### config.mk
export PLATFORM = sky130hd
export DESIGN_NAME = graph_laplacian_row_engine_top
export DESIGN_NICKNAME = d
export VERILOG_FILES = /design/src/sv/glr_pkg.sv /design/src/sv/glr_front.sv /design/src/sv/glr_queue.sv /design/src/sv/glr_back.sv /design/src/sv/graph_laplacian_row_engine_top.sv
export SDC_FILE = /design/constraint.sdc
export NUM_CORES = 2
export LEC_CHECK = 0
export ABC_AREA = 1
export BUFFER_PORTS_ARGS = -buffer_cell sky130_fd_sc_hd__buf_2
export CORE_MARGIN = 3
export CORE_UTILIZATION = 50
export DETAILED_ROUTE_END_ITERATION = 16
export PLACE_DENSITY_LB_ADDON = 0.3
export SLEW_MARGIN = 20
export SYNTH_ARGS = -nofsm -noshare
export SYNTH_HDL_FRONTEND = slang
export SYNTH_SLANG_ARGS = --single-unit
### constraint.sdc
create_clock -name clk -period 11.6 [get_ports clk]
set_clock_uncertainty 0.15 [all_clocks]
set_input_delay 0.58 -clock clk [delete_from_list [all_inputs] [get_ports clk]]
set_output_delay 0.58 -clock clk [all_outputs]
set_load 0.01 [all_outputs]
### src/sv/glr_pkg.sv
// Shared constants and types for the graph Laplacian row engine.
// Used by the front end, the row descriptor queue, the back end and the top level.
package glr_pkg;

    // Matrix size limit and derived widths
    localparam int MAX_NODES    = 32;
    localparam int IDX_W        = $clog2(MAX_NODES);
    localparam int NODE_COUNT_W = 6;
    localparam int WEIGHT_W     = 16;
    localparam int VALUE_W      = 22;
    localparam int DEG_W        = WEIGHT_W + IDX_W;
    localparam int REM_W        = DEG_W + 1;
    localparam int QUOT_W       = 16;

    // Row buffer: two banks so one row fills while the previous one drains
    localparam int NUM_BANKS    = 2;
    localparam int BUF_AW       = IDX_W + 1;
    localparam int BUF_DEPTH    = NUM_BANKS * MAX_NODES;

    // Descriptor queue holds one entry per bank
    localparam int Q_DEPTH      = NUM_BANKS;
    localparam int Q_PTR_W      = $clog2(Q_DEPTH);
    localparam int Q_CNT_W      = $clog2(Q_DEPTH + 1);

    // Radix of the ratio divider: quotient bits resolved per cycle
    localparam int DIV_STEPS    = 4;
    localparam int DIV_CYCLES   = QUOT_W / DIV_STEPS;
    localparam int DIV_CNT_W    = $clog2(DIV_CYCLES);

    // Configuration port
    localparam int CFG_IDX_W    = 1;
    localparam int CFG_DATA_W   = NODE_COUNT_W;
    localparam logic [CFG_IDX_W-1:0] REG_NODE_COUNT = CFG_IDX_W'(0);
    localparam logic [CFG_IDX_W-1:0] REG_MODE       = CFG_IDX_W'(1);
    localparam logic [NODE_COUNT_W-1:0] NODE_COUNT_RESET = NODE_COUNT_W'(32);

    // Operating modes
    localparam logic MODE_COMB = 1'b0;
    localparam logic MODE_RW   = 1'b1;

    // One completed row, handed from front to back
    typedef struct packed {
        logic              bank;
        logic              mode;
        logic [DEG_W-1:0]  degree;
        logic [IDX_W-1:0]  diag;
        logic [IDX_W-1:0]  last_col;
        logic              last_row;
    } row_desc_t;

    // Row buffer write request from the front end
    typedef struct packed {
        logic                en;
        logic [BUF_AW-1:0]   addr;
        logic [WEIGHT_W-1:0] data;
    } buf_wr_t;

endpackage

### src/sv/glr_front.sv
// Front end: accepts weights, holds configuration, fills the row buffer and
// sums the degree; posts a descriptor per completed row. Depends on glr_pkg.
module glr_front (
    input  logic                              clk,
    input  logic                              rst_n,
    input  logic                              cfg_wr_en,
    input  logic [glr_pkg::CFG_IDX_W-1:0]     cfg_index,
    input  logic [glr_pkg::CFG_DATA_W-1:0]    cfg_data,
    input  logic                              in_valid,
    output logic                              in_ready,
    input  logic [glr_pkg::WEIGHT_W-1:0]      weight,
    input  logic                              q_full,
    output logic                              q_push,
    output glr_pkg::row_desc_t                q_push_data,
    output glr_pkg::buf_wr_t                  buf_wr
);

    // Clamp node_count to 1..MAX_NODES and return the last column index
    function automatic logic [glr_pkg::IDX_W-1:0] last_col_of(
        input logic [glr_pkg::NODE_COUNT_W-1:0] nc
    );
        logic [glr_pkg::IDX_W-1:0] lc;
        if (nc == '0)
        begin
            lc = '0;
        end
        else if (int'(nc) > glr_pkg::MAX_NODES)
        begin
            lc = glr_pkg::IDX_W'(glr_pkg::MAX_NODES - 1);
        end
        else
        begin
            lc = glr_pkg::IDX_W'(int'(nc) - 1);
        end
        return lc;
    endfunction

    logic [glr_pkg::NODE_COUNT_W-1:0] node_count_reg, node_count_next;
    logic                             mode_reg, mode_next;
    logic [glr_pkg::IDX_W-1:0]        col_reg, col_next;
    logic [glr_pkg::IDX_W-1:0]        row_reg, row_next;
    logic [glr_pkg::DEG_W-1:0]        deg_reg, deg_next;
    logic                             bank_reg, bank_next;

    logic                             accept;
    logic                             row_done;
    logic                             last_row;
    logic [glr_pkg::IDX_W-1:0]        last_col;
    logic [glr_pkg::DEG_W-1:0]        deg_sum;

    // Classify the incoming transaction
    assign in_ready = !q_full;
    assign accept   = in_valid && !q_full;
    assign last_col = last_col_of(node_count_reg);
    assign deg_sum  = deg_reg + glr_pkg::DEG_W'(weight);
    assign row_done = accept && (col_reg == last_col);
    assign last_row = (row_reg == last_col);

    // Write the weight into the current bank
    assign buf_wr.en   = accept;
    assign buf_wr.addr = {bank_reg, col_reg};
    assign buf_wr.data = weight;

    // Post the completed row
    assign q_push               = row_done;
    assign q_push_data.bank     = bank_reg;
    assign q_push_data.mode     = mode_reg;
    assign q_push_data.degree   = deg_sum;
    assign q_push_data.diag     = row_reg;
    assign q_push_data.last_col = last_col;
    assign q_push_data.last_row = last_row;

    // Advance counters; a node_count write restarts the stream
    always_comb
    begin
        node_count_next = node_count_reg;
        mode_next       = mode_reg;
        col_next        = col_reg;
        row_next        = row_reg;
        deg_next        = deg_reg;
        bank_next       = bank_reg;
        if (accept)
        begin
            if (row_done)
            begin
                col_next  = '0;
                deg_next  = '0;
                bank_next = !bank_reg;
                row_next  = last_row ? '0 : row_reg + 1'b1;
            end
            else
            begin
                col_next = col_reg + 1'b1;
                deg_next = deg_sum;
            end
        end
        if (cfg_wr_en)
        begin
            case (cfg_index)
                glr_pkg::REG_NODE_COUNT:
                begin
                    node_count_next = cfg_data;
                    col_next        = '0;
                    row_next        = '0;
                    deg_next        = '0;
                end
                glr_pkg::REG_MODE:
                begin
                    mode_next = cfg_data[0];
                end
                default:
                begin
                    mode_next = mode_reg;
                end
            endcase
        end
    end

    // Hold front state
    always_ff @(posedge clk or negedge rst_n)
    begin
        if (!rst_n)
        begin
            node_count_reg <= glr_pkg::NODE_COUNT_RESET;
            mode_reg       <= glr_pkg::MODE_COMB;
            col_reg        <= '0;
            row_reg        <= '0;
            deg_reg        <= '0;
            bank_reg       <= 1'b0;
        end
        else
        begin
            node_count_reg <= node_count_next;
            mode_reg       <= mode_next;
            col_reg        <= col_next;
            row_reg        <= row_next;
            deg_reg        <= deg_next;
            bank_reg       <= bank_next;
        end
    end

endmodule

### src/sv/glr_queue.sv
// Row descriptor queue between front and back, one entry per buffer bank.
// Depends on glr_pkg.
module glr_queue (
    input  logic               clk,
    input  logic               rst_n,
    input  logic               push,
    input  glr_pkg::row_desc_t push_data,
    output logic               full,
    input  logic               pop,
    output logic               valid,
    output glr_pkg::row_desc_t head
);

    glr_pkg::row_desc_t               entry_reg [glr_pkg::Q_DEPTH];
    logic [glr_pkg::Q_PTR_W-1:0]      wr_ptr_reg, wr_ptr_next;
    logic [glr_pkg::Q_PTR_W-1:0]      rd_ptr_reg, rd_ptr_next;
    logic [glr_pkg::Q_CNT_W-1:0]      count_reg, count_next;

    assign full  = (count_reg == glr_pkg::Q_CNT_W'(glr_pkg::Q_DEPTH));
    assign valid = (count_reg != '0);
    assign head  = entry_reg[rd_ptr_reg];

    // Advance pointers and occupancy
    always_comb
    begin
        wr_ptr_next = wr_ptr_reg;
        rd_ptr_next = rd_ptr_reg;
        count_next  = count_reg;
        if (push)
        begin
            wr_ptr_next = (int'(wr_ptr_reg) == glr_pkg::Q_DEPTH - 1) ? '0 : wr_ptr_reg + 1'b1;
        end
        if (pop)
        begin
            rd_ptr_next = (int'(rd_ptr_reg) == glr_pkg::Q_DEPTH - 1) ? '0 : rd_ptr_reg + 1'b1;
        end
        if (push && !pop)
        begin
            count_next = count_reg + 1'b1;
        end
        else if (pop && !push)
        begin
            count_next = count_reg - 1'b1;
        end
    end

    // Hold pointers
    always_ff @(posedge clk or negedge rst_n)
    begin
        if (!rst_n)
        begin
            wr_ptr_reg <= '0;
            rd_ptr_reg <= '0;
            count_reg  <= '0;
        end
        else
        begin
            wr_ptr_reg <= wr_ptr_next;
            rd_ptr_reg <= rd_ptr_next;
            count_reg  <= count_next;
        end
    end

    // Store pushed descriptors
    always_ff @(posedge clk)
    begin
        if (push)
        begin
            entry_reg[wr_ptr_reg] <= push_data;
        end
    end

`ifndef SYNTH
    a_push_not_full: assert property (@(posedge clk) disable iff (!rst_n)
        push |-> (!full || pop))
        else $error("descriptor pushed into a full queue");

    a_pop_not_empty: assert property (@(posedge clk) disable iff (!rst_n)
        pop |-> valid)
        else $error("descriptor popped from an empty queue");
`endif

endmodule

### src/sv/glr_back.sv
// Back end: owns the two-bank row buffer, emits one Laplacian element per
// column through a registered output stage, with a radix-16 ratio divider.
// Depends on glr_pkg.
module glr_back (
    input  logic                             clk,
    input  logic                             rst_n,
    input  glr_pkg::buf_wr_t                 buf_wr,
    input  logic                             q_valid,
    input  glr_pkg::row_desc_t               q_head,
    output logic                             q_pop,
    output logic                             out_valid,
    input  logic                             out_ready,
    output logic [glr_pkg::VALUE_W-1:0]      out_value,
    output logic                             out_row_last,
    output logic                             out_matrix_last,
    output logic                             out_zero_degree
);

    localparam int EXT_W = (glr_pkg::DEG_W + 1 > glr_pkg::VALUE_W) ?
                           glr_pkg::DEG_W + 1 : glr_pkg::VALUE_W;

    typedef enum logic [1:0] {
        S_IDLE,
        S_CALC,
        S_DIV,
        S_SEND
    } state_t;

    // Row buffer
    logic [glr_pkg::WEIGHT_W-1:0]  buf_mem [glr_pkg::BUF_DEPTH];
    logic [glr_pkg::WEIGHT_W-1:0]  rd_data_reg;
    logic [glr_pkg::BUF_AW-1:0]    rd_addr;

    state_t                        state_reg, state_next;
    glr_pkg::row_desc_t            desc_reg, desc_next;
    logic [glr_pkg::IDX_W-1:0]     col_reg, col_next;
    logic [glr_pkg::REM_W-1:0]     rem_reg, rem_next;
    logic [glr_pkg::QUOT_W-1:0]    quot_reg, quot_next;
    logic [glr_pkg::DIV_CNT_W-1:0] cnt_reg, cnt_next;
    logic [glr_pkg::VALUE_W-1:0]   res_reg, res_next;
    logic                          zf_reg, zf_next;

    logic                          out_valid_reg, out_valid_next;
    logic [glr_pkg::VALUE_W-1:0]   value_reg, value_next;
    logic                          row_last_reg, row_last_next;
    logic                          matrix_last_reg, matrix_last_next;
    logic                          zero_degree_reg, zero_degree_next;

    logic                          slot_free;
    logic                          last_col;
    logic [EXT_W-1:0]              diag_term;
    logic [EXT_W-1:0]              diff;
    logic [glr_pkg::REM_W-1:0]     rem_it;
    logic [glr_pkg::QUOT_W-1:0]    quot_it;
    logic [glr_pkg::REM_W-1:0]     divisor;

    assign slot_free = !out_valid_reg || out_ready;
    assign last_col  = (col_reg == desc_reg.last_col);
    assign rd_addr   = {desc_next.bank, col_next};

    // Combinatorial form: degree on the diagonal minus the weight
    assign diag_term = (col_reg == desc_reg.diag) ? EXT_W'(desc_reg.degree) : '0;
    assign diff      = diag_term - EXT_W'(rd_data_reg);
    assign divisor   = glr_pkg::REM_W'(desc_reg.degree);

    // Resolve DIV_STEPS quotient bits of weight * 2^16 / degree; a weight
    // equal to the degree runs to all ones, which is the saturated ratio
    always_comb
    begin
        rem_it  = rem_reg;
        quot_it = quot_reg;
        for (int i = 0; i < glr_pkg::DIV_STEPS; i++)
        begin
            rem_it = {rem_it[glr_pkg::REM_W-2:0], 1'b0};
            if (rem_it >= divisor)
            begin
                rem_it  = rem_it - divisor;
                quot_it = {quot_it[glr_pkg::QUOT_W-2:0], 1'b1};
            end
            else
            begin
                quot_it = {quot_it[glr_pkg::QUOT_W-2:0], 1'b0};
            end
        end
    end

    // Sequence the columns of the current row
    always_comb
    begin
        state_next       = state_reg;
        desc_next        = desc_reg;
        col_next         = col_reg;
        rem_next         = rem_reg;
        quot_next        = quot_reg;
        cnt_next         = cnt_reg;
        res_next         = res_reg;
        zf_next          = zf_reg;
        q_pop            = 1'b0;
        out_valid_next   = out_valid_reg && !out_ready;
        value_next       = value_reg;
        row_last_next    = row_last_reg;
        matrix_last_next = matrix_last_reg;
        zero_degree_next = zero_degree_reg;
        case (state_reg)
            S_IDLE:
            begin
                if (q_valid)
                begin
                    desc_next  = q_head;
                    col_next   = '0;
                    state_next = S_CALC;
                end
            end
            S_CALC:
            begin
                if (desc_reg.mode == glr_pkg::MODE_COMB)
                begin
                    res_next   = diff[glr_pkg::VALUE_W-1:0];
                    zf_next    = 1'b0;
                    state_next = S_SEND;
                end
                else if (desc_reg.degree == '0)
                begin
                    res_next   = '0;
                    zf_next    = 1'b1;
                    state_next = S_SEND;
                end
                else
                begin
                    rem_next   = glr_pkg::REM_W'(rd_data_reg);
                    quot_next  = '0;
                    cnt_next   = '0;
                    zf_next    = 1'b0;
                    state_next = S_DIV;
                end
            end
            S_DIV:
            begin
                rem_next  = rem_it;
                quot_next = quot_it;
                cnt_next  = cnt_reg + 1'b1;
                if (cnt_reg == glr_pkg::DIV_CNT_W'(glr_pkg::DIV_CYCLES - 1))
                begin
                    res_next   = glr_pkg::VALUE_W'(quot_it);
                    state_next = S_SEND;
                end
            end
            S_SEND:
            begin
                if (slot_free)
                begin
                    out_valid_next   = 1'b1;
                    value_next       = res_reg;
                    row_last_next    = last_col;
                    matrix_last_next = last_col && desc_reg.last_row;
                    zero_degree_next = zf_reg;
                    if (last_col)
                    begin
                        q_pop      = 1'b1;
                        state_next = S_IDLE;
                    end
                    else
                    begin
                        col_next   = col_reg + 1'b1;
                        state_next = S_CALC;
                    end
                end
            end
            default:
            begin
                state_next = S_IDLE;
            end
        endcase
    end

    // Hold state and the output stage
    always_ff @(posedge clk or negedge rst_n)
    begin
        if (!rst_n)
        begin
            state_reg       <= S_IDLE;
            desc_reg        <= '0;
            col_reg         <= '0;
            rem_reg         <= '0;
            quot_reg        <= '0;
            cnt_reg         <= '0;
            res_reg         <= '0;
            zf_reg          <= 1'b0;
            out_valid_reg   <= 1'b0;
            value_reg       <= '0;
            row_last_reg    <= 1'b0;
            matrix_last_reg <= 1'b0;
            zero_degree_reg <= 1'b0;
        end
        else
        begin
            state_reg       <= state_next;
            desc_reg        <= desc_next;
            col_reg         <= col_next;
            rem_reg         <= rem_next;
            quot_reg        <= quot_next;
            cnt_reg         <= cnt_next;
            res_reg         <= res_next;
            zf_reg          <= zf_next;
            out_valid_reg   <= out_valid_next;
            value_reg       <= value_next;
            row_last_reg    <= row_last_next;
            matrix_last_reg <= matrix_last_next;
            zero_degree_reg <= zero_degree_next;
        end
    end

    // Write from the front, registered read for the back
    always_ff @(posedge clk)
    begin
        if (buf_wr.en)
        begin
            buf_mem[buf_wr.addr] <= buf_wr.data;
        end
        rd_data_reg <= buf_mem[rd_addr];
    end

    assign out_valid       = out_valid_reg;
    assign out_value       = value_reg;
    assign out_row_last    = row_last_reg;
    assign out_matrix_last = matrix_last_reg;
    assign out_zero_degree = zero_degree_reg;

`ifndef SYNTH
    a_div_only_rw: assert property (@(posedge clk) disable iff (!rst_n)
        (state_reg == S_DIV) |-> (desc_reg.mode == glr_pkg::MODE_RW && desc_reg.degree != '0))
        else $error("divider running without a random-walk row of nonzero degree");

    a_zero_value: assert property (@(posedge clk) disable iff (!rst_n)
        (out_valid_reg && zero_degree_reg) |-> (value_reg == '0))
        else $error("zero-degree element carries a nonzero value");

    a_matrix_row: assert property (@(posedge clk) disable iff (!rst_n)
        (out_valid_reg && matrix_last_reg) |-> row_last_reg)
        else $error("matrix end flagged inside a row");

    a_pop_on_send: assert property (@(posedge clk) disable iff (!rst_n)
        q_pop |=> (state_reg == S_IDLE && out_valid_reg && row_last_reg))
        else $error("row released without emitting its last element");
`endif

endmodule

### src/sv/graph_laplacian_row_engine_top.sv
// Graph Laplacian row engine: input channel carries adjacency weights in
// row-major order (unsigned Q8.8); output channel carries one Laplacian
// element per column once a row is complete. Built from glr_front, glr_queue
// and glr_back; depends on glr_pkg.
//
// Configuration: cfg_wr_en/cfg_index/cfg_data write node_count (index 0) or
// mode (index 1); write only while the block is idle. A
// node_count write restarts the stream at row 0, column 0.
// Input: one weight per cycle is taken while a row buffer bank is free. Two
// banks let the next row fill while the previous one drains; in_ready drops
// only when both banks hold rows not yet emitted.
// Output: a completed row's descriptor passes through the queue; the back end
// takes it from idle, reads each column through the registered row buffer
// read, forms the element, in the random-walk mode with a nonzero degree
// through the ratio divider resolving 4 quotient bits per cycle, and loads it
// into the output register once that register is free. The next column
// starts only after the element is sent.
// Reset: asynchronous, clears all control state; the row buffer needs no
// clearing pass. A stalled out_ready holds the output register, which in
// turn holds the back end and, once both banks are full, in_ready.
module graph_laplacian_row_engine_top (
    input  logic                                  clk,
    input  logic                                  rst_n,
    input  logic                                  cfg_wr_en,
    input  logic [glr_pkg::CFG_IDX_W-1:0]         cfg_index,
    input  logic [glr_pkg::CFG_DATA_W-1:0]        cfg_data,
    input  logic                                  in_valid,
    output logic                                  in_ready,
    input  logic [glr_pkg::WEIGHT_W-1:0]          weight,
    output logic                                  out_valid,
    input  logic                                  out_ready,
    output logic signed [glr_pkg::VALUE_W-1:0]    value,
    output logic                                  row_last,
    output logic                                  matrix_last,
    output logic                                  zero_degree
);

    logic                          q_full;
    logic                          q_push;
    logic                          q_pop;
    logic                          q_valid;
    glr_pkg::row_desc_t            q_push_data;
    glr_pkg::row_desc_t            q_head;
    glr_pkg::buf_wr_t              buf_wr;
    logic [glr_pkg::VALUE_W-1:0]   value_bits;

    // Accept and classify weights
    glr_front u_front (
        .clk         (clk),
        .rst_n       (rst_n),
        .cfg_wr_en   (cfg_wr_en),
        .cfg_index   (cfg_index),
        .cfg_data    (cfg_data),
        .in_valid    (in_valid),
        .in_ready    (in_ready),
        .weight      (weight),
        .q_full      (q_full),
        .q_push      (q_push),
        .q_push_data (q_push_data),
        .buf_wr      (buf_wr)
    );

    // Decouple front and back
    glr_queue u_queue (
        .clk       (clk),
        .rst_n     (rst_n),
        .push      (q_push),
        .push_data (q_push_data),
        .full      (q_full),
        .pop       (q_pop),
        .valid     (q_valid),
        .head      (q_head)
    );

    // Emit rows
    glr_back u_back (
        .clk             (clk),
        .rst_n           (rst_n),
        .buf_wr          (buf_wr),
        .q_valid         (q_valid),
        .q_head          (q_head),
        .q_pop           (q_pop),
        .out_valid       (out_valid),
        .out_ready       (out_ready),
        .out_value       (value_bits),
        .out_row_last    (row_last),
        .out_matrix_last (matrix_last),
        .out_zero_degree (zero_degree)
    );

    assign value = $signed(value_bits);

endmodule

==> impl_metrics.csv <==
group,metric,value,unit
cells_and_area,drive_gt1_share,6.88,%
timing,grt_setup_unrepaired,"false",
yosys,ys_async_rst_share,13.2,%
die,die_h,354,um
drt,drt-initial-drc-count,4602,
yosys,synth.yosys.warnings,0,
die,placeableCoreArea,0.120,mm2
timing,endpoints_failing_setup,0,
yosys,mappedNetlistNets,6359,
critical_path,slowest_delay,0.65,ns
cells_and_area,layout.filler_cells,10223,
yosys,synthDistinctLibCells,60,
drt,drt-vias-per-instance,5.53,
timing,period_needed,9.77,ns
drt,wl,168000,um
grt,grt_use_total,26.4,%
die,fp.dieW,354,um
clock_network,clock_latency,0.75,ns
timing,layout_worst_path_cycle_share,84.2,%
die,floorplan.initialDensity,50.4,%
grt,grt_pass1_wl,253000,um
timing,final_hold_viol_count,0,
critical_path,worstRegToRegCells,50,
drt,final_antenna_net_count,0,
clock_network,cts_inserted_buffers,134,
critical_path,timing.critical_path.required,12.08,ns
place,count_of_buffers_from_port_buffering,54,
cells_and_area,synthToLayoutAreaGrowth,10.6,%
grt,number_of_antenna_violations_at_the_first_check_in_global_routing,1,
yosys,syn_inst,6204,
clock_network,tritoncts_clock_tree,"done",
cells_and_area,layout.cells.most_common,"sky130_fd_sc_hd__nand2_1",
hold_path,whs_path_depth,1,
clock_network,clk_pin_slew_worst_paths,0.06,ns
cells_and_area,area_taken_by_multi_input_logic_gates,0.0194,mm2
yosys,seq_area_frac_synth,61.7,%
hold_path,min_path_type,"in -> reg",
cells_and_area,largest_register_ffs,1024,
timing,fin_setup_tns,0,ns
clock_network,cts_max_level,4,
timing,max_slew.worst_pin.slew,1.15,ns
critical_path,critical-path-slowest-cell,"sky130_fd_sc_hd__dfrtp_1",
cells_and_area,layout.area.seq,0.0373,mm2
drt,num_vias,43937,
yosys,synthesis.area,0.0605,mm2
die,dieArea,0.125,mm2
drt,drc,0,
timing,max-slew-margin-rel,23.6,%
cells_and_area,final_cell_mix,"2016 x sky130_fd_sc_hd__nand2_1, 1092 x sky130_fd_sc_hd__edfxtp_1, 782 x sky130_fd_sc_hd__nand3_1, 648 x sky130_fd_sc_hd__inv_1, 219 x sky130_fd_sc_hd__nor2_1",
clock_network,clock_tree.buffer_depth,3,
drt,routed_wire_length_per_instance,21.1,um
yosys,synth_largest_area_cell,"sky130_fd_sc_hd__edfxtp_1",
yosys,synth_top_area_share,54.2,%
clock_network,root_buffer,"sky130_fd_sc_hd__clkbuf_16",
timing,final-max-slew-violation-count,0,
die,rows,127,
critical_path,worst-setup-path-type,"reg -> reg",
place,weighted_congestion_at_the_end_of_routability_driven_global_placement,0.924,
grt,grt_overflow_total,0,
critical_path,worst_ep_arrival_time,10.24,ns
drt,firstDrtPassIters,8,
outcome,outcome,"finished clean",
clock_network,cts_num_sinks,1276,
critical_path,path_common_cell,"sky130_fd_sc_hd__nand2_1",
critical_path,path_max_fanout,34,
yosys,synth_flop_cell,"sky130_fd_sc_hd__edfxtp_1",
critical_path,critPathCaptureType,"flop",
yosys,synth-edff-count,1092,
critical_path,regToRegSetupSlack,1.83,ns
flow_run,timing.max_cap.violations,0,
grt,grt_start_max_net_pins,194,
grt,via_count_of_the_first_global_routing_pass,41025,
die,io-pin-count,55,
critical_path,timing.critical_path.from_type,"flop",
cells_and_area,layout.nets,6388,
yosys,ys_ff_latch,1276,
yosys,syn_area_per_cell,9.75,um2
place,dpl.hpwl,102000,um
timing,fmax,102,MHz
yosys,netlist_top_cells_area,"sky130_fd_sc_hd__edfxtp_1 54%, sky130_fd_sc_hd__nand2_1 13%, sky130_fd_sc_hd__dfrtp_1 6.9%",
path summary, 6_finish.rpt:
kind	from	to
setup / recovery	u_back.desc_reg[11]	u_back.rem_reg[3]
hold / removal	weight[3]	u_back.buf_mem[60][3]
setup reg to reg	u_back.desc_reg[11]	u_back.rem_reg[3]
hold reg to reg	u_back.out_value[4]	u_back.out_value[4]
max in group asynchronous	rst_n	u_back.col_reg[4]
min in group asynchronous	rst_n	u_back.out_value[5]
critical path, delay by kind of cell, from the launching register on:
kind,cells,cell delay [ns]
buffers and inverters,11,1.08
adder cells (fa/ha/maj),4,1.45
AO/OA/AOI/OAI,6,1.48
AND/OR/NAND/NOR,29,4.82
flip-flops,1,0.65
metrics by stage:
step                area [um2]  utilization, %  cells  hold slack, ns  setup WS, ns
floorplan                60500               -   6204           0.134          3.91
global placement         62500            52.1   7699           0.307          2.13
detailed placement       62500            52.1   7699           0.309          2.01
CTS                      66900            55.8   7949         0.00480          2.02
global route             66900            55.8   7949          0.0364          1.09
finish                   66900            55.8   7951          0.0571          1.83
kinds of logic (layout without fill, tap and decap cells):
logic type | Yosys count | in the layout | synth area share, %
other cells | 0 | 2 | 0
fa+ha+maj | 127 | 127 | 2.66
flops | 1276 | 1276 | 61.7
xor+xnor | 112 | 112 | 1.62
compound gates | 523 | 523 | 5.02
simple gates | 3208 | 3208 | 22.6
buf+inv | 957 | 1090 | 6.44
mux | 1 | 1 | 0.0165
area by class of cell:
class | instances | share of cell area [%]
clock buffer | 171 | 5.42
inverter | 666 | 3.77
multi-input combinational | 3971 | 29.0
tap | 1612 | 3.01
antenna | 2 | 0.00748
timing repair buffer | 184 | 1.95
clock inverter | 69 | 1.06
sequential | 1276 | 55.8
per-layer routing:
layer  vias to the layer above  part of all wire (%)  global-route usage, %
met1                     20947                    41                   36.0
met3                       331                   7.8                   4.09
met2                      1816                    47                   42.2
li1                      20843                     -                      -
met4                         0                   4.3                   11.4
met5                         -                     0                      0
what timing repair did:
action / 4_1_cts / 5_1_grt
resized for setup: 0 / 0
setup buffers: 0 / 0
hold buffers: 10 / 0
endpoints found under the hold margin: 97 / 0
synthesized netlist by cell type, types with 5 or more instances:
cell / n
sky130_fd_sc_hd__nor2_1: 224
sky130_fd_sc_hd__a21oi_1: 198
sky130_fd_sc_hd__a211oi_1: 6
sky130_fd_sc_hd__dfrtp_1: 167
sky130_fd_sc_hd__o21ai_1: 9
sky130_fd_sc_hd__nand3b_1: 98
sky130_fd_sc_hd__inv_1: 650
sky130_fd_sc_hd__a21o_1: 8
sky130_fd_sc_hd__nand2_2: 8
sky130_fd_sc_hd__clkbuf_1: 100
sky130_fd_sc_hd__clkinv_1: 5
sky130_fd_sc_hd__edfxtp_1: 1092
sky130_fd_sc_hd__inv_2: 10
sky130_fd_sc_hd__or2_2: 18
sky130_fd_sc_hd__ha_1: 124
sky130_fd_sc_hd__buf_6: 12
sky130_fd_sc_hd__nand3_1: 782
sky130_fd_sc_hd__dfxtp_1: 16
sky130_fd_sc_hd__o211ai_1: 82
sky130_fd_sc_hd__nand4_1: 19
sky130_fd_sc_hd__xor2_1: 61
sky130_fd_sc_hd__o22ai_1: 6
sky130_fd_sc_hd__nand2_1: 2018
sky130_fd_sc_hd__buf_2: 144
sky130_fd_sc_hd__o21ai_0: 129
sky130_fd_sc_hd__a31oi_1: 42
sky130_fd_sc_hd__nor3_1: 14
sky130_fd_sc_hd__buf_4: 9
sky130_fd_sc_hd__o21bai_1: 11
sky130_fd_sc_hd__buf_1: 26
sky130_fd_sc_hd__o31ai_1: 5
sky130_fd_sc_hd__xnor2_1: 51
sky130_fd_sc_hd__nor4_1: 10
sky130_fd_sc_hd__a22oi_1: 13
Power is left out: the tool's default activity adds up to more than one toggle a clock period on the data nets, which glitch-free logic cannot reach.
